File: src/rgm_pkg.sv
`timescale 1ns / 1ps
// Shared types and constants for the RGB gradient magnitude block.
// No dependencies; every other file but the line store imports this package.
package rgm_pkg;

	localparam int PX_W = 8;
	localparam int CFG_W = 11;
	localparam logic [CFG_W-1:0] WIDTH_RST = 11'd64;
	localparam int MAX_WIDTH_DEF = 1024;

	// sum of two 8-bit squares stays below 2^17
	localparam int SQ_W = 17;
	localparam logic [SQ_W-1:0] SQRT_ONE = 17'h10000;

	localparam logic [1:0] PH_FIRST = 2'd0;
	localparam logic [1:0] PH_LATER = 2'd2;

	typedef struct packed {
		logic [PX_W-1:0] chan0;
		logic [PX_W-1:0] chan1;
		logic [PX_W-1:0] chan2;
		logic flush;
	} pix_t;

	typedef struct packed {
		logic [PX_W-1:0] mag0;
		logic [PX_W-1:0] mag1;
		logic [PX_W-1:0] mag2;
		logic row_end;
		logic frame_end;
	} res_t;

	typedef struct packed {
		logic row_end;
		logic frame_end;
	} tag_t;

endpackage

File: src/rgm_merge.sv
`timescale 1ns / 1ps
// Merges the three lane magnitudes and the row/frame tags into the output beat.
// Depends on rgm_pkg for res_t and tag_t.
module rgm_merge import rgm_pkg::*; (
	input  logic                 clk,
	input  logic                 arst_n,
	input  logic                 load,
	input  logic [2:0][PX_W-1:0] mags,
	input  tag_t                 tag,
	output logic                 rdy,
	output logic                 res_valid,
	input  logic                 res_stall,
	output res_t                 res
);

	logic valid_q;
	res_t res_q;

	assign rdy = !valid_q || !res_stall;

	always_ff @(posedge clk or negedge arst_n) begin
		if (!arst_n) begin
			valid_q <= 1'b0;
		end else if (load) begin
			valid_q <= 1'b1;
		end else if (!res_stall) begin
			valid_q <= 1'b0;
		end
	end

	always_ff @(posedge clk) begin
		if (load) begin
			res_q.mag0 <= mags[0];
			res_q.mag1 <= mags[1];
			res_q.mag2 <= mags[2];
			res_q.row_end <= tag.row_end;
			res_q.frame_end <= tag.frame_end;
		end
	end

	assign res_valid = valid_q;
	assign res = res_q;

endmodule

File: config.mk
export PLATFORM = sky130hd
export DESIGN_NAME = rgm_merge
export DESIGN_NICKNAME = d
export VERILOG_FILES = /design/src/rgm_pkg.sv /design/src/rgm_merge.sv
export SDC_FILE = /design/constraint.sdc
export NUM_CORES = 1
export LEC_CHECK = 0
export ABC_AREA = 1
export BUFFER_PORTS_ARGS = -buffer_cell sky130_fd_sc_hd__buf_4
export CELL_PAD_IN_SITES_DETAIL_PLACEMENT = 0
export CELL_PAD_IN_SITES_GLOBAL_PLACEMENT = 2
export CORE_UTILIZATION = 25
export DETAILED_ROUTE_END_ITERATION = 16
export PLACE_DENSITY_LB_ADDON = 0.1
export SYNTH_ARGS = -nofsm -noshare
export SYNTH_HDL_FRONTEND = slang
export SYNTH_SLANG_ARGS = --single-unit
File: constraint.sdc
create_clock -name clk -period 1 [get_ports clk]
set_clock_uncertainty 0.15 [all_clocks]
set_input_delay 0.05 -clock clk [delete_from_list [all_inputs] [get_ports clk]]
set_output_delay 0.05 -clock clk [all_outputs]
set_load 0.02 [all_outputs]
==> run_results.csv <==
group,metric,value,unit
sta,worstMarginPinSlew,329,ps
sta,final-hold-violation-count,8,
drt,drtAntennaViolNets,0,
drt,first_pass_iters,2,
clocking,clk_pin_slew_worst_paths,140,ps
setup_path,crit_type,"register to output port",
place,io_buffers,57,
power,p_total,2340,µW
logic_synthesis,ys_ff_latch,27,
global_routing,grt_pass1_vias,630,
global_routing,grt_pass1_wl,2.55,mm
logic_synthesis,synth_edf_count,26,
floorplan,num_io_pins,58,
clocking,insertion_delay,310,ps
setup_path,path_max_fanout,2,
clocking,htreeDepth,1,
flow_run,drv_cap,0,
status,failed_checks,"negative hold slack, negative setup slack",
logic_synthesis,yosys-top-cells-area,"edfxtp_1, dfrtp_1, nand2_2",
logic_synthesis,syn-cell-area,822,µm²
finish,syn_to_final_growth,109,%
logic_synthesis,synth_ff_type,"edfxtp_1",
floorplan,initial_utilization,26.7,%
sta,finalSetupTns,-1920,ps
clocking,cts_tree,"done",
logic_synthesis,synth.most_common_cell,"edfxtp_1",
global_routing,grt_usage,10.1,%
status,status,"finished with violations",
power,power_leakage,0.000723,µW
logic_synthesis,yosys_warnings,0,
clocking,holdBufCountCts,28,
drt,vias,611,
logic_synthesis,synthTopCellsByCount,"edfxtp_1, nand2_2, dfrtp_1, inv_1",
setup_path,cp_data_required_time,800,ps
setup_path,critPathLaunchType,"register",
clocking,ctsLongestPathBuffers,2,
finish,diodes,0,
floorplan,core_area,0.00308,mm²
drt,drt-initial-drc-count,9,
logic_synthesis,ys_async_sr_fraction,3.70,%
worst_hold_path,hold_path.class,"primary input to register",
floorplan,die_height,59.3,µm
global_routing,grt_max_degree,28,
clocking,cts-buffers-inserted,3,
sta,final.period_utilization,112,%
logic_synthesis,synth_top_cell_area_share,95.0,%
setup_path,cp-end-kind,"output port",
drt,drc,0,
sta,rsz0062_at_grt,"true",
floorplan,fp-row-count,20,
sta,max_clock_freq,0.893,GHz
global_routing,antenna_found_initial,0,
logic_synthesis,yosysUniqueCellTypes,4,
sta,maxSlewHeadroom,78.1,%
sta,setup_viol,28,
clocking,cts_root_buffer,"clkbuf_4",
power,p_per_area,1360,mW/mm²
setup_path,worst_path_max_delay_cell,"dfrtp_1",
clocking,clock-sinks,27,
global_routing,overflow,0,
finish,fin_area,0.00172,mm²
power,ir_worst_vdd,0.000563,V
drt,wl_per_cell,10.4,µm
drt,via_per_inst,3.73,
finish,nets,151,
logic_synthesis,synth_seq_area_share,98.0,%
sta,slew_viol_final,0,
sta,whs,-83.6,ps
sta,worst_slack,-120,ps
setup_path,crit_path_max_incr_delay,410,ps
setup_path,crit_chain,"nand2_2 -> buf_6",
place,place_congestion,0.639,
logic_synthesis,yosys.area.top_type,"edfxtp_1",
drt,detail_route.wirelength,1.70,mm
logic_synthesis,syn_inst,30,
logic_synthesis,syn_nets,60,
floorplan,die-area,0.00352,mm²
sta,period_minus_slack,1120,ps
logic_synthesis,avgSynthCellArea,27.4,µm²
finish,drive_above_1_share,53.3,%
place,placed_cell_area,0.00131,mm²
setup_path,arrival,920,ps
floorplan,die_w,59.3,µm
place,dp_worst_setup_slack,138,ps
what timing repair did:
item / in CTS / in global routing
buffers inserted: 1 / 0
pin swaps: 1 / 1
gates resized for setup: 25 / 2
endpoints found under the setup margin: 28 / 28
hold endpoints to repair: 54 / 27
cloned: 0 / 0
flip-flops by register name, summed over array words and instances, names as in the netlist:
signal	count
res_valid	1
res	26
per-layer routing:
metal | GRT usage (%) | part of all wire (%) | vias to the layer above
met5 | 0 | 0 | -
met4 | 4.08 | 0 | 0
met3 | 2.18 | 5.2 | 0
met2 | 20.2 | 59 | 29
met1 | 9.70 | 36 | 287
li1 | - | - | 295
layout make-up:
class | count | area (µm²)
fillers | 265 | 1360
repair buffers | 86 | 817
flip-flops and latches | 27 | 806
well taps | 44 | 55.1
clock buffers | 3 | 22.5
multi-input cells | 2 | 12.5
clock inverters | 1 | 5.00
inverters | 1 | 3.75
through the flow:
| step | std cells | hold WS (ps) | utilization, % |
|---|---|---|---|
| floorplan | 30 | -396 | - |
| global placement | 131 | -324 | 42.4 |
| detailed placement | 131 | -321 | 42.4 |
| CTS | 164 | -115 | 55.7 |
| global route | 164 | -97.4 | 55.9 |
| finish | 164 | -83.6 | 55.9 |
worst max-delay path: cells and delay by family, from the launching register on:
| family | cells | cell delay (ps) |
|---|---|---|
| buf+inv | 1 | 120 |
| simple gates | 1 | 80 |
| flops | 1 | 410 |
layout by cell type (no fill, tap or decap):
cell type      instances
clkbuf_4               3
edfxtp_1              26
inv_1                  1
buf_4                 31
dfrtp_1                1
clkinv_2               1
buf_6                 27
nand2_2                2
dlygate4sd3_1         28
cells by family after synthesis:
group	Yosys count	synth area share [%]
flip-flops	27	98.0
AND/OR/NAND/NOR	2	1.52
buffers and inverters	1	0.456
path summary, 6_finish.rpt:
| check | start | to | slack, ps | cells past startpoint |
|---|---|---|---|---|
| setup / recovery | res_valid | rdy | -120 | 2 |
| hold / removal | res_stall | res_valid | -80 | 4 |
| setup reg to reg | res_valid | res_valid | 130 | 3 |
| hold reg to reg | res_valid | res_valid | 490 | 3 |
| max in group asynchronous | arst_n | res_valid | 200 | 3 |
| min in group asynchronous | arst_n | res_valid | 400 | 3 |
power breakdown:
group	total (µW)	internal (µW)	switching [µW]
registers	1380	1340	38.9
clock network	457	150	307
logic	501	303	197
(Power assumes the default switching activity.)
