==> config.mk <==
export PLATFORM = sky130hd
export DESIGN_NAME = rgm_lane
export DESIGN_NICKNAME = d
export VERILOG_FILES = /design/src/rgm_pkg.sv /design/src/rgm_lane.sv
export SDC_FILE = /design/constraint.sdc
export NUM_CORES = 1
export LEC_CHECK = 0
export BUFFER_PORTS_ARGS = -buffer_cell sky130_fd_sc_hd__buf_2
export CAP_MARGIN = 5
export CORE_MARGIN = 1.5
export CORE_UTILIZATION = 45
export CTS_CLUSTER_SIZE = 14
export DETAILED_ROUTE_END_ITERATION = 16
export HOLD_SLACK_MARGIN = 0.12
export SYNTH_ARGS = -nofsm -noshare
export SYNTH_HDL_FRONTEND = slang
export SYNTH_SLANG_ARGS = --single-unit
==> constraint.sdc <==
create_clock -name clk -period 6.2 [get_ports clk]
set_input_delay 0.93 -clock clk [delete_from_list [all_inputs] [get_ports clk]]
set_output_delay 0.93 -clock clk [all_outputs]
set_load 0.01 [all_outputs]
==> src/rgm_pkg.sv <==
`timescale 1ns / 1ps
// Shared types and constants for the RGB gradient magnitude block.
// No dependencies; every other file but the line store imports this package.
package rgm_pkg;

	localparam int PX_W = 8;
	localparam int CFG_W = 11;
	localparam logic [CFG_W-1:0] WIDTH_RST = 11'd64;
	localparam int MAX_WIDTH_DEF = 1024;

	// sum of two 8-bit squares stays below 2^17
	localparam int SQ_W = 17;
	localparam logic [SQ_W-1:0] SQRT_ONE = 17'h10000;

	localparam logic [1:0] PH_FIRST = 2'd0;
	localparam logic [1:0] PH_LATER = 2'd2;

	typedef struct packed {
		logic [PX_W-1:0] chan0;
		logic [PX_W-1:0] chan1;
		logic [PX_W-1:0] chan2;
		logic flush;
	} pix_t;

	typedef struct packed {
		logic [PX_W-1:0] mag0;
		logic [PX_W-1:0] mag1;
		logic [PX_W-1:0] mag2;
		logic row_end;
		logic frame_end;
	} res_t;

	typedef struct packed {
		logic row_end;
		logic frame_end;
	} tag_t;

endpackage

==> src/rgm_lane.sv <==
`timescale 1ns / 1ps
// One color lane: squared central differences, then a bit-serial square root.
// Depends on rgm_pkg for pixel and accumulator widths.
module rgm_lane import rgm_pkg::*; (
	input  logic            clk,
	input  logic            arst_n,
	input  logic            start,
	input  logic [PX_W-1:0] cur_px,
	input  logic [PX_W-1:0] above_px,
	input  logic [PX_W-1:0] left_px,
	input  logic [PX_W-1:0] right_px,
	output logic            done,
	output logic [PX_W-1:0] mag
);

	logic [PX_W-1:0] dx, dy;
	logic [2*PX_W-1:0] dx_sq, dy_sq;
	logic [SQ_W-1:0] sum;
	logic [SQ_W:0] trial;
	logic ge;

	logic run_q;
	logic [SQ_W-1:0] one_q;
	logic [SQ_W-1:0] x_q;
	logic [SQ_W-1:0] root_q;

	assign dx = (right_px >= left_px) ? right_px - left_px : left_px - right_px;
	assign dy = (cur_px >= above_px) ? cur_px - above_px : above_px - cur_px;
	assign dx_sq = (2*PX_W)'(dx) * (2*PX_W)'(dx);
	assign dy_sq = (2*PX_W)'(dy) * (2*PX_W)'(dy);
	assign sum = SQ_W'(dx_sq) + SQ_W'(dy_sq);

	assign trial = {1'b0, root_q} + {1'b0, one_q};
	assign ge = {1'b0, x_q} >= trial;

	always_ff @(posedge clk or negedge arst_n) begin
		if (!arst_n) begin
			run_q <= 1'b0;
			one_q <= '0;
		end else if (start) begin
			run_q <= 1'b1;
			one_q <= SQRT_ONE;
		end else if (run_q && one_q != '0) begin
			one_q <= one_q >> 2;
		end
	end

	// one result bit per cycle, highest first
	always_ff @(posedge clk) begin
		if (start) begin
			x_q <= sum;
			root_q <= '0;
		end else if (run_q && one_q != '0) begin
			if (ge) begin
				x_q <= x_q - trial[SQ_W-1:0];
				root_q <= (root_q >> 1) + one_q;
			end else begin
				root_q <= root_q >> 1;
			end
		end
	end

	assign done = run_q && one_q == '0;
	assign mag = (|root_q[SQ_W-1:PX_W]) ? {PX_W{1'b1}} : root_q[PX_W-1:0];

endmodule

==> flow_metrics.tcl <==
set metrics [dict create \
    finalSetupTns_ps -17090 \
    clock_path_buffers 2 \
    drive_gt1_frac 0.297 \
    die_width_microns 141 \
    core_area_sq_um 18600 \
    fin_util 0.600 \
    vias_per_cell 5.21 \
    fp-row-count 50 \
    path_clk_slew_ps 70 \
    yosysSeqAreaShare 0.129 \
    cts_num_sinks 44 \
    grt_pass1_vias 7491 \
    grt-ovfl-total 0 \
    holdWs_ps 481 \
    cts_tree "built" \
    cpPeakStageDelay_ps 560 \
    diodes 0 \
    cp_common_cell "fa_1" \
    io_pins 44 \
    required_ps 6320 \
    critPathMaxFanout 4 \
    violations "setup timing" \
    wl_mm 21.0 \
    max_slew_margin 0.496 \
    fin_crit_sh 1.30 \
    worst-path-stages 30 \
    finClkSkew_ps 6.49 \
    ant_nets 0 \
    wl_per_cell_microns 14.5 \
    period_needed_ps 8040 \
    cts_htree_levels 2 \
    setup_ws_ps -1840 \
    vias 7532 \
    hold_viol 0 \
    fmax_ghz 0.124 \
    fin_area_sq_um 11200 \
    yosysTopAreaCellShare 0.190 \
    numCtsBuffers 5 \
    port_buffers 43 \
    r2r_slack_ps 1480 \
    synth_area_leaders "fa_1 (19%), ha_1 (18%), inv_1 (7.4%)" \
    grt_max_degree 57 \
    first_pass_iters 7 \
    netlist_area_sq_um 8530 \
    cp_slowest_cell "fa_1" \
    syn-num-nets 1248 \
    status "complete, but fails checks" \
    place_hpwl_mm 17.3 \
    path_class "in2reg" \
    synthArstFlopShare 0.227 \
    rr_startpoint "one_q[2]" \
    drc 0 \
    grt_pass1_wl_mm 35.8 \
    synth-main-ff-cell "edfxtp_1" \
    rr_worst_depth 13 \
    synth.yosys.warnings 0 \
    yosysTopAreaCell "fa_1" \
    yosysUniqueCellTypes 75 \
    worstPathArrival_ps 8170 \
    gp_congestion 0.830 \
    root_buffer "clkbuf_16" \
    worst_pin_slew_ps 752 \
    hp-class "in2async" \
    placed_area_sq_um 10400 \
    insertion_delay_ps 300 \
    critPathLaunch "right_px[0]" \
    synth-edff-count 17 \
    endpoint_kind "flop" \
    netlist_instances 1012 \
    cp-endpoint "x_q[15]" \
    crit_buf_inv 7 \
    die-area_sq_um 19800 \
    drtIter0Drc 445 \
    grt.total_usage 0.220 \
    startpoint_type "primary input" \
    r2r-end "x_q[8]" \
    finalNetCount 1448 \
    initial_core_util 0.458 \
    avgSynthCellArea_sq_um 8.43 \
    maxCapViolCount 0 \
    antenna_found_initial 0 \
    grt_setup_unrepaired "true" \
    ys_seq_elements 44 \
    slew_viol_final 0 \
    die_y_microns 141 \
    setup_viol 13 \
    hold_buffers 0 \
    crit_family "adder cells" \
    area_growth_pct 31.0 \
]
==> layout make-up <==
class / count / area, sq um
Clock buffer: 5 / 125
Clock inverter: 3 / 45.0
Fill cell: 1723 / 7460
Inverter: 170 / 668
Multi-Input combinational cell: 772 / 7320
Sequential cell: 44 / 1100
Tap cell: 234 / 293
Timing Repair Buffer: 219 / 1620
==> cells in the mapped netlist, drive strengths merged (4+ instances only) <==
cell,n
buf,8
mux2i,13
xor2,30
a21o,24
and2,8
o211ai,7
a21oi,54
o21a,8
nor2b,9
nand2,71
edfxtp,17
nand2b,8
mux2,6
fa,81
clkbuf,18
inv,169
a31o,7
xnor2,35
nor2,97
a311oi,6
and3,8
ha,120
a221oi,4
a2111oi,4
nor3,26
or2,12
a31oi,21
a211oi,15
nand4,4
dfrtp,10
o21ai,23
dfxtp,17
nand3,15
or3,5
o21bai,13
==> worst min path at each step <==
stage	slack (ps)	startpoint	end	depth (start not counted)
2_1_floorplan	490	root_q[0]	root_q[0]	2
6_report	480	arst_n	one_q[12]	1
3_3_place_gp	510	root_q[0]	root_q[0]	2
5_1_grt	500	arst_n	one_q[12]	1
3_5_place_dp	510	root_q[0]	root_q[0]	2
4_1_cts	480	arst_n	one_q[12]	1
==> registers in the layout (all words and copies together) (netlist names) <==
register and count:
root_q 17, x_q 17, one_q 9, run_q 1
==> through the flow <==
step / setup slack (ps) / cells
final: -1840 / 1447
after CTS: -1870 / 1441
after global routing: -2100 / 1447
after global placement: -2260 / 1418
after floorplan: -1800 / 1012
after detailed placement: -2400 / 1418
==> cells in the final DEF (no fill, tap or decap), drive strengths merged, types with 9 or more instances in the layout <==
cell type    n
inv        171
a211oi      15
edfxtp      17
o21bai      13
ha         120
a21o        24
buf        219
o21ai       23
xor2        30
or2         12
mux2i       13
a21oi       54
xnor2       35
nor2b        9
nor2        97
fa          81
a31oi       21
nand2       71
dfxtp       17
nand3       15
dfrtp       10
nor3        26
==> routing by layer <==
layer  vias up  share of wire  track usage
met3        13          0.026       0.0197
li1       3822              -            -
met5         -              0            0
met2       111           0.48        0.380
met1      3586           0.49        0.308
met4         0         0.0077       0.0313
==> logic make-up (layout without fill, tap and decap cells) <==
family / Yosys count / after routing / synth area share
mux: 19 / 19 / 0.0240
compound gates: 213 / 213 / 0.174
xor+xnor: 65 / 65 / 0.0707
fa+ha+maj: 201 / 201 / 0.366
buf+inv: 196 / 397 / 0.0880
flops: 44 / 44 / 0.129
simple gates: 274 / 274 / 0.149
==> what timing repair did <==
action	4_1_cts	5_1_grt
endpoints found under the setup margin	13	14
pin swaps	36	37
setup buffers	16	10
gates resized for setup	51	55
Power is left out: the tool's default activity adds up to more than one toggle a clock period on the data nets, which glitch-free logic cannot reach.
